<file path="config.mk">
export PLATFORM = sky130hd
export DESIGN_NAME = serial_frame_sync_crc_receiver_flat
export DESIGN_NICKNAME = d
export VERILOG_FILES = /design/src/rtl/sfsc_pkg.sv /design/src/rtl/sfsc_channels.sv /design/src/rtl/serial_frame_sync_crc_receiver.sv /design/src/rtl/sfsc_framer.sv /design/src/flat_wrapper.sv
export VERILOG_INCLUDE_DIRS = /design/src /design/src/rtl
export SDC_FILE = /design/constraint.sdc
export NUM_CORES = 1
export LEC_CHECK = 0
export BUFFER_PORTS_ARGS = -buffer_cell sky130_fd_sc_hd__buf_2
export CAP_MARGIN = 20
export CORE_ASPECT_RATIO = 0.9
export CORE_MARGIN = 2
export CORE_UTILIZATION = 30
export DETAILED_ROUTE_END_ITERATION = 10
export GPL_TIMING_DRIVEN = 0
export PLACE_DENSITY_LB_ADDON = 0.12
export SKIP_CTS_REPAIR_TIMING = 1
export SLEW_MARGIN = 25
export SYNTH_ARGS = -nofsm -noshare
export SYNTH_HDL_FRONTEND = slang
export SYNTH_SLANG_ARGS = --single-unit
</file>
<file path="constraint.sdc">
create_clock -name clock -period 11 [get_ports clock]
set_clock_uncertainty 0.2 [all_clocks]
set_input_delay 1.1 -clock clock [delete_from_list [all_inputs] [get_ports clock]]
set_output_delay 1.1 -clock clock [all_outputs]
set_load 0.1 [all_outputs]
</file>
<file path="src/rtl/serial_frame_sync_crc_receiver_defines.svh">
// Assertion macros used by the frame receiver top level.
`ifndef SERIAL_FRAME_SYNC_CRC_RECEIVER_DEFINES_SVH
`define SERIAL_FRAME_SYNC_CRC_RECEIVER_DEFINES_SVH

// Same-cycle implication, sampled on clock and disabled during reset.
`define SFSC_ASSERT_NOW(label, ante, cons, msg) \
   label: assert property (@(posedge clock) disable iff (reset) (ante) |-> (cons)) \
      else $error(msg);

// Next-cycle implication, sampled on clock and disabled during reset.
`define SFSC_ASSERT_NEXT(label, ante, cons, msg) \
   label: assert property (@(posedge clock) disable iff (reset) (ante) |=> (cons)) \
      else $error(msg);

`endif

</file>
<file path="src/rtl/sfsc_pkg.sv">
// Shared types, constants and the CRC-8 byte step for the frame receiver.
package sfsc_pkg;

   localparam int unsigned BYTE_WIDTH        = 8;
   localparam int unsigned LENGTH_WIDTH      = 7;
   localparam int unsigned CSR_INDEX_WIDTH   = 2;
   localparam int unsigned CSR_DATA_WIDTH    = 8;

   localparam int unsigned MAX_FRAME_BYTES_DEFAULT = 64;
   localparam int unsigned MIN_FRAME_BYTES_DEFAULT = 4;

   // Sync and CRC bytes not counted by the length field.
   localparam int unsigned LENGTH_OVERHEAD = 2;
   // Position of the type byte within the frame.
   localparam int unsigned TYPE_BYTE_INDEX = 2;

   localparam logic [BYTE_WIDTH-1:0] SYNC_VALUE_RESET     = 8'hC8;
   localparam logic [BYTE_WIDTH-1:0] CRC_POLYNOMIAL_RESET = 8'hD5;

   typedef logic [BYTE_WIDTH-1:0]      byte_type;
   typedef logic [LENGTH_WIDTH-1:0]    length_type;
   typedef logic [CSR_DATA_WIDTH-1:0]  csr_data_type;

   // Register indexes of the configuration port.
   typedef enum logic [CSR_INDEX_WIDTH-1:0] {
      CSR_SYNC_VALUE     = 2'd0,
      CSR_CRC_POLYNOMIAL = 2'd1
   } csr_index_type;

   // Framing states.
   typedef enum logic [1:0] {
      ST_HUNT,
      ST_LENGTH,
      ST_BODY
   } frame_state_type;

   typedef struct packed {
      byte_type sync_value;
      byte_type crc_polynomial;
   } cfg_type;

   typedef struct packed {
      logic       crc_ok;
      byte_type   frame_type;
      length_type frame_length;
      byte_type   computed_crc;
      byte_type   received_crc;
   } result_type;

   // One byte of a CRC-8, MSB first, unrolled over the eight bit steps.
   function automatic byte_type crc8_step(byte_type crc, byte_type data, byte_type poly);
      byte_type c;
      c = crc ^ data;
      for (int i = 0; i < BYTE_WIDTH; i++) begin
         if (c[BYTE_WIDTH-1]) begin
            c = {c[BYTE_WIDTH-2:0], 1'b0} ^ poly;
         end else begin
            c = {c[BYTE_WIDTH-2:0], 1'b0};
         end
      end
      return c;
   endfunction

endpackage

</file>
<file path="src/rtl/sfsc_channels.sv">
// Valid/ready channel interfaces for received bytes and frame results.
interface sfsc_req_if;
   import sfsc_pkg::*;

   logic     valid;
   logic     ready;
   byte_type rx_byte;

   modport source (output valid, output rx_byte, input ready);
   modport sink   (input valid, input rx_byte, output ready);
endinterface

interface sfsc_rsp_if;
   import sfsc_pkg::*;

   logic       valid;
   logic       ready;
   logic       crc_ok;
   byte_type   frame_type;
   length_type frame_length;
   byte_type   computed_crc;
   byte_type   received_crc;

   modport source (output valid, output crc_ok, output frame_type, output frame_length,
                   output computed_crc, output received_crc, input ready);
   modport sink   (input valid, input crc_ok, input frame_type, input frame_length,
                   input computed_crc, input received_crc, output ready);
endinterface

</file>
<file path="src/rtl/serial_frame_sync_crc_receiver.sv">
// Top level of the serial frame receiver with sync hunt and CRC-8 check.
// Bytes enter on the req channel, one beat per byte, and one beat per completed
// frame leaves on the rsp channel. The block takes one byte every clock cycle
// while the result side keeps up. A byte waits in the input register until the
// result register is free or being drained, and is then processed on the edge
// that also loads its result, if any, into the result register. The rate is
// set by the combinational CRC-8 byte step between those two registers. While a
// result waits to be taken, the input register still accepts one more byte.
// Frames start at a byte equal to the sync register; lengths outside
// MIN_FRAME_BYTES..MAX_FRAME_BYTES are dropped silently. Configuration writes
// belong to idle periods and act on the next byte.
module serial_frame_sync_crc_receiver #(
   parameter int unsigned MAX_FRAME_BYTES = sfsc_pkg::MAX_FRAME_BYTES_DEFAULT,
   parameter int unsigned MIN_FRAME_BYTES = sfsc_pkg::MIN_FRAME_BYTES_DEFAULT
) (
   input  logic                    clock,
   input  logic                    reset,
   sfsc_req_if.sink                req_bus,
   sfsc_rsp_if.source              rsp_bus,
   input  logic                    csr_write_enable,
   input  sfsc_pkg::csr_index_type csr_index,
   input  sfsc_pkg::csr_data_type  csr_write_data
);
   import sfsc_pkg::*;

`include "serial_frame_sync_crc_receiver_defines.svh"

   cfg_type    cfg_ff, cfg_in;
   logic       in_valid_ff, in_valid_in;
   byte_type   in_byte_ff, in_byte_in;
   logic       out_valid_ff, out_valid_in;
   result_type out_ff, out_in;

   logic       advance;
   logic       frame_done;
   result_type frame_result;

   // Configuration registers.
   always_comb begin
      cfg_in = cfg_ff;
      if (csr_write_enable) begin
         case (csr_index)
            CSR_SYNC_VALUE:     cfg_in.sync_value     = csr_write_data;
            CSR_CRC_POLYNOMIAL: cfg_in.crc_polynomial = csr_write_data;
            default: begin
            end
         endcase
      end
   end

   always_ff @(posedge clock) begin
      if (reset) begin
         cfg_ff.sync_value     <= SYNC_VALUE_RESET;
         cfg_ff.crc_polynomial <= CRC_POLYNOMIAL_RESET;
      end else begin
         cfg_ff <= cfg_in;
      end
   end

   // The held byte moves on when the result register is free or being drained.
   assign advance       = in_valid_ff && (!out_valid_ff || rsp_bus.ready);
   assign req_bus.ready = !in_valid_ff || advance;

   // Input register.
   always_comb begin
      in_valid_in = in_valid_ff;
      in_byte_in  = in_byte_ff;
      if (req_bus.ready) begin
         in_valid_in = req_bus.valid;
         in_byte_in  = req_bus.rx_byte;
      end
   end

   always_ff @(posedge clock) begin
      if (reset) begin
         in_valid_ff <= 1'b0;
      end else begin
         in_valid_ff <= in_valid_in;
      end
      in_byte_ff <= in_byte_in;
   end

   sfsc_framer #(
      .MAX_FRAME_BYTES (MAX_FRAME_BYTES),
      .MIN_FRAME_BYTES (MIN_FRAME_BYTES)
   ) u_framer (
      .clock        (clock),
      .reset        (reset),
      .byte_strobe  (advance),
      .rx_byte      (in_byte_ff),
      .cfg          (cfg_ff),
      .result_valid (frame_done),
      .result       (frame_result)
   );

   // Result register.
   always_comb begin
      out_valid_in = out_valid_ff;
      out_in       = out_ff;
      if (rsp_bus.ready) begin
         out_valid_in = 1'b0;
      end
      if (advance && frame_done) begin
         out_valid_in = 1'b1;
         out_in       = frame_result;
      end
   end

   always_ff @(posedge clock) begin
      if (reset) begin
         out_valid_ff <= 1'b0;
      end else begin
         out_valid_ff <= out_valid_in;
      end
      out_ff <= out_in;
   end

   assign rsp_bus.valid        = out_valid_ff;
   assign rsp_bus.crc_ok       = out_ff.crc_ok;
   assign rsp_bus.frame_type   = out_ff.frame_type;
   assign rsp_bus.frame_length = out_ff.frame_length;
   assign rsp_bus.computed_crc = out_ff.computed_crc;
   assign rsp_bus.received_crc = out_ff.received_crc;

   // A reported frame length always passed the length check.
   `SFSC_ASSERT_NOW(a_length_in_range, rsp_bus.valid,
      (rsp_bus.frame_length <= LENGTH_WIDTH'(MAX_FRAME_BYTES)) &&
      (rsp_bus.frame_length >= LENGTH_WIDTH'(MIN_FRAME_BYTES)),
      "frame length outside the accepted range")
   // The check flag agrees with the two CRC values it reports.
   `SFSC_ASSERT_NOW(a_crc_flag, rsp_bus.valid,
      rsp_bus.crc_ok == (rsp_bus.computed_crc == rsp_bus.received_crc),
      "crc_ok disagrees with the reported CRC values")
   // A byte held behind a stalled result stays put until it can be processed.
   `SFSC_ASSERT_NEXT(a_input_held, in_valid_ff && out_valid_ff && !rsp_bus.ready,
      in_valid_ff && $stable(in_byte_ff),
      "input byte lost while the result register was stalled")

endmodule

</file>
<file path="src/rtl/sfsc_framer.sv">
// Frame tracking state machine: sync hunt, length check and running CRC-8.
module sfsc_framer #(
   parameter int unsigned MAX_FRAME_BYTES = sfsc_pkg::MAX_FRAME_BYTES_DEFAULT,
   parameter int unsigned MIN_FRAME_BYTES = sfsc_pkg::MIN_FRAME_BYTES_DEFAULT
) (
   input  logic                 clock,
   input  logic                 reset,
   input  logic                 byte_strobe,
   input  sfsc_pkg::byte_type   rx_byte,
   input  sfsc_pkg::cfg_type    cfg,
   output logic                 result_valid,
   output sfsc_pkg::result_type result
);
   import sfsc_pkg::*;

   frame_state_type state_ff, state_in;
   length_type      count_ff, count_in;
   length_type      expected_ff, expected_in;
   byte_type        crc_ff, crc_in;
   byte_type        type_ff, type_in;

   logic [BYTE_WIDTH:0]   total_len;
   logic [LENGTH_WIDTH:0] next_count;
   logic                  len_bad;

   // Length field plus overhead, and the position after the current byte.
   assign total_len  = {1'b0, rx_byte} + (BYTE_WIDTH+1)'(LENGTH_OVERHEAD);
   assign len_bad    = (total_len > (BYTE_WIDTH+1)'(MAX_FRAME_BYTES)) ||
                       (total_len < (BYTE_WIDTH+1)'(MIN_FRAME_BYTES));
   assign next_count = {1'b0, count_ff} + (LENGTH_WIDTH+1)'(1);

   // State registers.
   always_ff @(posedge clock) begin
      if (reset) begin
         state_ff    <= ST_HUNT;
         count_ff    <= '0;
         expected_ff <= '0;
         crc_ff      <= '0;
         type_ff     <= '0;
      end else begin
         state_ff    <= state_in;
         count_ff    <= count_in;
         expected_ff <= expected_in;
         crc_ff      <= crc_in;
         type_ff     <= type_in;
      end
   end

   // Next state and result for one byte.
   always_comb begin
      state_in     = state_ff;
      count_in     = count_ff;
      expected_in  = expected_ff;
      crc_in       = crc_ff;
      type_in      = type_ff;
      result_valid = 1'b0;
      result.crc_ok       = (crc_ff == rx_byte);
      result.frame_type   = type_ff;
      result.frame_length = expected_ff;
      result.computed_crc = crc_ff;
      result.received_crc = rx_byte;

      if (byte_strobe) begin
         case (state_ff)
            ST_HUNT: begin
               if (rx_byte == cfg.sync_value) begin
                  state_in    = ST_LENGTH;
                  crc_in      = '0;
                  type_in     = '0;
                  expected_in = '0;
               end
            end
            ST_LENGTH: begin
               // An out-of-range length drops the frame without a result.
               if (len_bad) begin
                  state_in = ST_HUNT;
               end else begin
                  state_in    = ST_BODY;
                  expected_in = total_len[LENGTH_WIDTH-1:0];
                  count_in    = LENGTH_WIDTH'(TYPE_BYTE_INDEX);
               end
            end
            ST_BODY: begin
               if (next_count >= {1'b0, expected_ff}) begin
                  // Final byte carries the CRC.
                  result_valid = 1'b1;
                  state_in     = ST_HUNT;
               end else begin
                  if (count_ff == LENGTH_WIDTH'(TYPE_BYTE_INDEX)) begin
                     type_in = rx_byte;
                  end
                  crc_in   = crc8_step(crc_ff, rx_byte, cfg.crc_polynomial);
                  count_in = next_count[LENGTH_WIDTH-1:0];
               end
            end
            default: begin
               state_in = ST_HUNT;
            end
         endcase
      end
   end

endmodule

</file>
<file path="src/flat_wrapper.sv">
// flat-port wrapper written by rule: the top's interface ports become plain ports
module serial_frame_sync_crc_receiver_flat import sfsc_pkg::*;
#(
   parameter int unsigned MAX_FRAME_BYTES = sfsc_pkg::MAX_FRAME_BYTES_DEFAULT,
   parameter int unsigned MIN_FRAME_BYTES = sfsc_pkg::MIN_FRAME_BYTES_DEFAULT
)
  (clock, reset, csr_write_enable, csr_index, csr_write_data, req_bus_valid, req_bus_rx_byte, req_bus_ready, rsp_bus_valid, rsp_bus_crc_ok, rsp_bus_frame_type, rsp_bus_frame_length, rsp_bus_computed_crc, rsp_bus_received_crc, rsp_bus_ready);
  sfsc_req_if req_bus_i ();
  sfsc_rsp_if rsp_bus_i ();
  input  logic clock;
  input  logic reset;
  input  logic csr_write_enable;
  input  sfsc_pkg::csr_index_type csr_index;
  input  sfsc_pkg::csr_data_type csr_write_data;
  input wire logic [$bits(req_bus_i.valid)-1:0] req_bus_valid;
  input wire logic [$bits(req_bus_i.rx_byte)-1:0] req_bus_rx_byte;
  output wire logic [$bits(req_bus_i.ready)-1:0] req_bus_ready;
  output wire logic [$bits(rsp_bus_i.valid)-1:0] rsp_bus_valid;
  output wire logic [$bits(rsp_bus_i.crc_ok)-1:0] rsp_bus_crc_ok;
  output wire logic [$bits(rsp_bus_i.frame_type)-1:0] rsp_bus_frame_type;
  output wire logic [$bits(rsp_bus_i.frame_length)-1:0] rsp_bus_frame_length;
  output wire logic [$bits(rsp_bus_i.computed_crc)-1:0] rsp_bus_computed_crc;
  output wire logic [$bits(rsp_bus_i.received_crc)-1:0] rsp_bus_received_crc;
  input wire logic [$bits(rsp_bus_i.ready)-1:0] rsp_bus_ready;
  assign req_bus_i.valid = req_bus_valid;
  assign req_bus_i.rx_byte = req_bus_rx_byte;
  assign req_bus_ready = req_bus_i.ready;
  assign rsp_bus_valid = rsp_bus_i.valid;
  assign rsp_bus_crc_ok = rsp_bus_i.crc_ok;
  assign rsp_bus_frame_type = rsp_bus_i.frame_type;
  assign rsp_bus_frame_length = rsp_bus_i.frame_length;
  assign rsp_bus_computed_crc = rsp_bus_i.computed_crc;
  assign rsp_bus_received_crc = rsp_bus_i.received_crc;
  assign rsp_bus_i.ready = rsp_bus_ready;
  serial_frame_sync_crc_receiver #(.MAX_FRAME_BYTES(MAX_FRAME_BYTES), .MIN_FRAME_BYTES(MIN_FRAME_BYTES)) u_core (.clock(clock), .reset(reset), .req_bus(req_bus_i), .rsp_bus(rsp_bus_i), .csr_write_enable(csr_write_enable), .csr_index(csr_index), .csr_write_data(csr_write_data));
endmodule
</file>
* Word-level counts from Yosys, hierarchy flattened *
Cells that the tools add are included.

operators by class
  add/sub/neg operators = 2
  $lt $le $gt $ge = 3
  eq/ne operators = 11
  reductions and logical operators = 20
  mux-type cells = 50
  bitwise operators = 9

operators with widths
  cell                                                count
  two-way mux 8 bit                                   33
  XOR 8 bit                                           9
  one-hot mux 8 bit (2 select lines)                  2
  two-way mux 7 bit                                   4
  one-hot mux 7 bit (2 select lines)                  2
  == test 8 bit                                       2
  AND reduction 4 bit                                 3
  inequality test 2 bit, second input constant        5
  adder 8 x 2 -> 9 bit, second input constant         1
  > comparator 9 x 7 -> 1 bit, second input constant  1
  < comparator 9 x 3 -> 1 bit, second input constant  1
  adder 7 x 1 -> 8 bit, second input constant         1
  >= comparator 8 x 7 -> 1 bit                        1
  nonzero test 2 bit                                  4
  == test 7 x 2 -> 1 bit, second input constant       1
  two-way mux 2 bit                                   3
  one-hot mux 2 bit (3 select lines)                  1
  two-way mux 1 bit                                   5
  AND reduction 5 bit                                 1
  == test 2 x 1 -> 1 bit, second input constant       2
  zero test 2 bit                                     2
  AND reduction 2 bit                                 2
  logical OR 1 bit                                    3
  AND reduction 3 bit                                 1
  other kinds (3)                                     5

word-level totals
  bits of input ports = 23
  logic and storage cells = 110
  register bits after elaboration = 90
  output and inout port bits = 34

* Depth between registers and ports, before layout *
  depth in word-level cells = 40
  mapped depth = 16
  mapped depth without buffers = 15

* By module *
Synthesis repeated with hierarchy kept, for this count alone.

unflattened totals
  cell total of the unflattened synthesis = 584
  area, all modules = 5387.7 um^2

by module, submodules not included
  module                          seq. area each (um^2)  area an instance (um^2)  cells each  instances
  sfsc_framer                     640.6                  3422.0                   466         1
  serial_frame_sync_crc_receiver  1561.5                 1965.6                   118         1

* Least setup slack after synthesis *
Ideal clock, no wire load.

  path type = reg-to-reg
  from = register u_core.in_byte_ff[5]
  to = register u_core.u_framer.crc_ff[4]
  required time = 10.683 ns
  buffers on the path = 1
  arrival time = 3.677 ns
  slack = 7.006 ns
  period minus slack after synthesis = 3.994 ns
  library setup time = 0.117 ns
  stages on the path, launching flop included = 14
  cells stage by stage = edfxtp_1 -> buf_6 -> xnor2_2 -> xnor2_2 -> mux2_2 -> and3_4 -> o31a_1 -> o21a_1 -> o211a_1 -> or2_4 -> o31a_1 -> and3b_4 -> or4_1 -> a32o_1

on the way
  longest elaborated chain between the ends = 38
  elaborated cells on any way between the ends = 42
  those cells by class = eq/ne: 2; mux: 31; bitwise: 8; reduce/logical: 1

RTL lines
  what                                            RTL line                              text
  start: declaration                              serial_frame_sync_crc_receiver.sv:30  byte_type in_byte_ff, in_byte_in;
  start signal: assignment                        serial_frame_sync_crc_receiver.sv:80  in_byte_ff <= in_byte_in;
  XOR 8 bit                                       sfsc_pkg.sv:53                        c = crc ^ data;
  XOR 8 bit                                       sfsc_pkg.sv:56                        c = {c[BYTE_WIDTH-2:0], 1'b0} ^ poly;
  two-way mux 8 bit                               sfsc_pkg.sv:55                        if (c[BYTE_WIDTH-1]) begin
  two-way mux 8 bit                               sfsc_framer.sv:84                     if (next_count >= {1'b0, expected_ff}) begin
  two-way mux 8 bit                               sfsc_framer.sv:64                     case (state_ff)
  two-way mux 8 bit                               sfsc_framer.sv:63                     if (byte_strobe) begin
  XOR 8 bit                                       sfsc_pkg.sv:56
  two-way mux 8 bit                               sfsc_pkg.sv:55
  [22 not listed]                                 --
  two-way mux 8 bit or XOR 8 bit (tied branches)  sfsc_pkg.sv:55, sfsc_pkg.sv:56
  two-way mux 8 bit (on tied branches)            sfsc_framer.sv:84, sfsc_pkg.sv:55
  two-way mux 8 bit (on tied branches)            sfsc_framer.sv:64, sfsc_framer.sv:84
  two-way mux 8 bit (on tied branches)            sfsc_framer.sv:63, sfsc_framer.sv:64
  XOR 8 bit or two-way mux 8 bit (tied branches)  sfsc_pkg.sv:56, sfsc_framer.sv:63
  two-way mux 8 bit                               sfsc_pkg.sv:55
  two-way mux 8 bit                               sfsc_framer.sv:84
  one-hot mux 8 bit (2 select lines)              sfsc_framer.sv:64
  end signal: assignment                          sfsc_framer.sv:44                     crc_ff <= crc_in;
  end: declaration                                sfsc_framer.sv:19                     byte_type crc_ff, crc_in;

Several ways; a longest one is shown, not always the timed one. The select of a mux whose other input is x is not followed.
A chain may end at the register's enable or synchronous reset.

* Worst setup path after layout *
  from = register u_core.u_framer.crc_ff[7]
  to = register u_core.u_framer.crc_ff[4]

on the way
  longest elaborated chain between the ends = 38
  elaborated cells on any way between the ends = 39
  those cells by class = mux: 31; bitwise: 8

RTL lines
  what                                            RTL line
  XOR 8 bit *                                     sfsc_pkg.sv:53
  two-way mux 8 bit *                             sfsc_pkg.sv:55
  two-way mux 8 bit *                             sfsc_framer.sv:84
  two-way mux 8 bit *                             sfsc_framer.sv:64
  two-way mux 8 bit *                             sfsc_framer.sv:63
  XOR 8 bit                                       sfsc_pkg.sv:56
  two-way mux 8 bit *                             sfsc_pkg.sv:55
  two-way mux 8 bit *                             sfsc_framer.sv:84
  [22 not listed]                                 --
  two-way mux 8 bit *                             sfsc_pkg.sv:55
  two-way mux 8 bit *                             sfsc_framer.sv:84
  two-way mux 8 bit *                             sfsc_framer.sv:64
  two-way mux 8 bit *                             sfsc_framer.sv:63
  XOR 8 bit or two-way mux 8 bit (tied branches)  sfsc_pkg.sv:56, sfsc_framer.sv:63
  two-way mux 8 bit *                             sfsc_pkg.sv:55
  two-way mux 8 bit *                             sfsc_framer.sv:84
  one-hot mux 8 bit (2 select lines) *            sfsc_framer.sv:64

Every way passes the cells marked *; elsewhere a longest branch is shown, timed or not. The select of a mux whose other input is x is not followed.

==> reports/results.md <==
| Parameter | Value | Unit |
| --- | --- | --- |
| Static leakage | 2.39 | nW |
| Critical path start-end classification | reg2reg | - |
| Via count of the first global-routing pass | 4,100 | - |
| Buf+Inv Stages, Crit Path | 0 | - |
| Pin slew with the least headroom to its limit | 0.825 | ns |
| Overflow after GRT | 0 | - |
| Part of the power in registers | 0.383 | - |
| Internal power contribution | 651 | uW |
| Crit path arrival time | 4.80 | ns |
| Cell count after synthesis | 566 | - |
| Clock insertion delay at the later pin of the skew report | 0.35 | ns |
| Area after detailed placement | 5960 | um^2 |
| Termination of the worst setup path | u_core.u_framer.crc_ff[4] | - |
| Synth Warn # | 0 | - |
| Clock Sinks | 90 | - |
| Share of power burned in combinational logic | 0.284 | - |
| Multi-input logic area | 2870 | um^2 |
| Worst R2R Setup Slack | 6.24 | ns |
| Ys async rst share | 0 | - |
| Mean post-synth cell area | 9.46 | um^2 |
| Combined area of all synthesized cells | 5350 | um^2 |
| Smallest hold slack | 0.232 | ns |
| Die area | 18,900 | um^2 |
| R2R Path End | u_core.u_framer.crc_ff[4] | - |
| Peak clock frequency supported by timing | 0.210 | GHz |
| Number of synthesized flops with an enable pin | 40 | - |
| Core Box Area | 17,600 | um^2 |
| Post-synth top area cell | edfxtp_1 | - |
| Share of final-layout standard cells stronger than drive strength 1 | 0.174 | - |
| Vias per cell | 4.95 | - |
| Global-route wire length before repair | 23.0 | mm |
| Flip-flop and latch count after synthesis | 90 | - |
| Average wire length per cell after detail routing | 17.2 | um |
| Critical-path cell list | xor2_4 -> a21oi_1 -> o21ai_0 -> a211oi_1 -> a311oi_2 -> xor2_1 -> xnor3_1 -> a211oi_1 -> o21ai_0 -> xnor3_1 -> or4_1 -> a32o_1 | - |
| Final GP Congestion | 0.839 | - |
| Maximum number of pins on one net before global-route repair | 24 | - |
| TritonCTS buffer count | 9 | - |
| Fraction of power spent switching nets | 0.299 | - |
| GRT Resource Usage Total | 0.163 | - |
| Root Buffer | clkbuf_16 | - |
| Max_slew headroom | 0.446 | - |
| Drt total wl | 15.1 | mm |
| RSZ-0062 raised after global routing | false | - |
| CTS tree | built | - |
| Die width | 145 | um |
| Fin crit share | 0.433 | - |
| Number of violations reported at the end of detailed-routing iteration 0 | 312 | - |
| Placed wire-length estimate | 11.4 | mm |
| Critical Path RT | 11.04 | ns |
| Launching element type of the critical path | flip-flop | - |
| Switching power | 277 | uW |
| Tightest Hold Check Type | reg2reg | - |
| Number of distinct library cell variants in the gate-level netlist after synthesis | 70 | - |
| Initial cell density of the core | 0.305 | - |
| Launch point of the worst reg-to-reg path | u_core.u_framer.crc_ff[7] | - |
| Antenna diode count | 0 | - |
| Number of instances in the placed design | 862 | - |
| Post-synth top flop | dfxtp_1 | - |
| Maximum fanout along the worst path | 8 | - |
| Clock network power share | 0.333 | - |
| Type of destination of the critical path | flip-flop | - |
| Final critical delay including setup and external delays | 4.76 | ns |
| VDD IR max | 0.0565 | mV |
| Total negative slack for setup checks | 0 | ns |
| Number of iterations in the first detailed-routing pass | 5 | - |
| Clock slew at reported path FFs | 0.07 | ns |
| Die Ht | 131 | um |
| Maximum cell stage delay along the critical path | 0.58 | ns |
| Final max-slew violation count | 0 | - |
| Antenna violations before repair | 0 | - |
| Number of remaining DRC errors | 0 | - |
| Count of final hold-check violations | 0 | - |
| Count of final setup violators | 0 | - |
| Critical path depth | 12 | - |
| Family with the most delay on the worst path | compound AO/OA/AOI/OAI gates | - |
| Number of vias after detailed routing | 4,344 | - |
| Power density of the placed cells | 148 | nW/um^2 |
| Total of max-cap violations | 0 | - |
| Final std cells w/o fill | 878 | - |
| Maximum number of buffers from clock root to sink | 2 | - |
| Count of input and output buffers | 55 | - |
| Result of the run | finished, final reports clean | - |
| Slowest cell on crit path | xor2_1 | - |
| Site row count | 46 | - |
| Seq. cell area | 2200 | um^2 |
| Net count of the mapped netlist | 599 | - |
| Count of cells along the worst register-to-register path | 12 | - |
| Part of the Yosys area used for sequential elements | 0.411 | - |
| Syn-to-layout area delta | 17.0 | % |
| Fin nets | 666 | - |
| Top-level I/O count | 57 | - |
| Clock H-tree levels | 3 | - |
| Filler instances | 1,812 | - |
| Yosys top cell area share | 0.224 | - |
| Final design instance area without fill | 6260 | um^2 |
| Post-route antenna net violation count | 0 | - |
| Overall power after layout | 928 | uW |
| Launch point of the critical path | u_core.u_framer.crc_ff[7] | - |
| Leading cell types by total area after synthesis | edfxtp_1, dfxtp_1, xnor2_1 | - |
-- power by group through the flow --
stage	Combinational (mW)	Sequential (mW)	Clock, mW
after global placement	0.257	0.363	0
after detailed placement	0.260	0.363	0
after CTS	0.262	0.356	0.320
final	0.264	0.356	0.309
after floorplan	0.205	0.361	0
after global routing	0.285	0.356	0.332
-- synthesized netlist by cell type, types with 3 or more instances --
master / count
o31ai_1: 4
inv_1: 21
xnor2_1: 35
nor2b_1: 5
nand3b_1: 4
xnor3_1: 7
dfxtp_1: 50
nor3_1: 10
a21oi_1: 29
nand3_1: 20
or4_1: 5
buf_2: 5
and2_1: 4
buf_6: 9
nand2_1: 68
xnor2_2: 3
or3_1: 7
o21ai_0: 19
mux2i_1: 8
nor4_1: 6
o211ai_1: 4
a32o_1: 4
a31oi_1: 3
o211a_1: 4
or2_2: 3
ha_1: 10
a32oi_1: 4
a22oi_1: 4
clkbuf_1: 16
edfxtp_1: 40
nor2_1: 54
a211oi_1: 8
xor2_1: 21
a21o_1: 5
nand2b_1: 6
nand4_1: 13
a211o_1: 9
-- cells in the final DEF, fill, tap and decap left out, types with 6 or more instances in the layout --
cell and n:
a211o_1 9, a211oi_1 7, a21oi_1 29, buf_2 60
buf_6 9, clkbuf_1 17, clkbuf_16 9, dfxtp_1 50
edfxtp_1 40, ha_1 10, inv_1 21, mux2i_1 8
nand2_1 68, nand2b_1 6, nand3_1 20, nand4_1 13
nor2_1 54, nor3_1 10, nor4_1 6, o21ai_0 19
or3_1 7, xnor2_1 35, xnor3_1 7, xor2_1 21
-- sequential cells by signal, indices dropped and copies added, names as in the netlist, 7 cells and up --
register,count
u_core.cfg_ff,16
u_core.in_byte_ff,8
u_core.rsp_bus.computed_crc,8
u_core.rsp_bus.frame_type,8
u_core.rsp_bus.received_crc,8
u_core.u_framer.crc_ff,8
u_core.u_framer.type_ff,8
u_core.rsp_bus.frame_length,7
u_core.u_framer.count_ff,7
u_core.u_framer.expected_ff,7
-- cells by family (layout without fill, tap and decap cells) --
kind of cell / count (synthesis) / count (layout) / share of synthesized area
simple gates: 216 / 216 / 0.198
compound gates: 118 / 118 / 0.156
flops: 90 / 90 / 0.411
xor+xnor: 68 / 68 / 0.140
buf+inv: 55 / 127 / 0.0545
fa+ha+maj: 10 / 10 / 0.0234
mux: 9 / 9 / 0.0171
-- how the worst min path moves through the flow --
stage	endpoint	depth (start not counted)	start	slack (ns)
5_1_grt	u_core.rsp_bus.received_crc[4]	0	u_core.in_byte_ff[4]	0.25
3_3_place_gp	u_core.rsp_bus.frame_type[4]	0	u_core.u_framer.type_ff[4]	0.22
3_5_place_dp	u_core.rsp_bus.frame_type[5]	0	u_core.u_framer.type_ff[5]	0.22
6_report	u_core.rsp_bus.frame_type[5]	0	u_core.u_framer.type_ff[5]	0.23
4_1_cts	u_core.rsp_bus.frame_type[2]	0	u_core.u_framer.type_ff[2]	0.24
2_1_floorplan	u_core.rsp_bus.frame_type[0]	0	u_core.u_framer.type_ff[0]	0.21
-- cell type report --
cell class | count | area share
plain buffers | 34 | 0.0340
inverters | 21 | 0.0126
multi-input cells | 421 | 0.458
repair buffers | 56 | 0.0483
clock buffers | 10 | 0.0366
well taps | 240 | 0.0479
flip-flops and latches | 90 | 0.352
clock inverters | 6 | 0.0106
-- layer usage --
| metal | vias up | wire length (um) | part of all wire | global-route usage |
|---|---|---|---|---|
| met2 | 100 | 6180 | 0.41 | 0.235 |
| met3 | 21 | 663 | 0.044 | 0.0397 |
| li1 | 2164 | - | - | - |
| met5 | - | 0 | 0 | 0 |
| met1 | 2059 | 7950 | 0.53 | 0.239 |
| met4 | 0 | 281 | 0.019 | 0.0514 |
-- through the flow --
step           utilization  worst slack, ns
2_1_floorplan            -             7.01
3_3_place_gp         0.338             6.39
3_5_place_dp         0.340             6.36
4_1_cts              0.357             6.30
5_1_grt              0.357             5.96
6_report             0.357             6.24
Power figures use the tool's default switching activity.
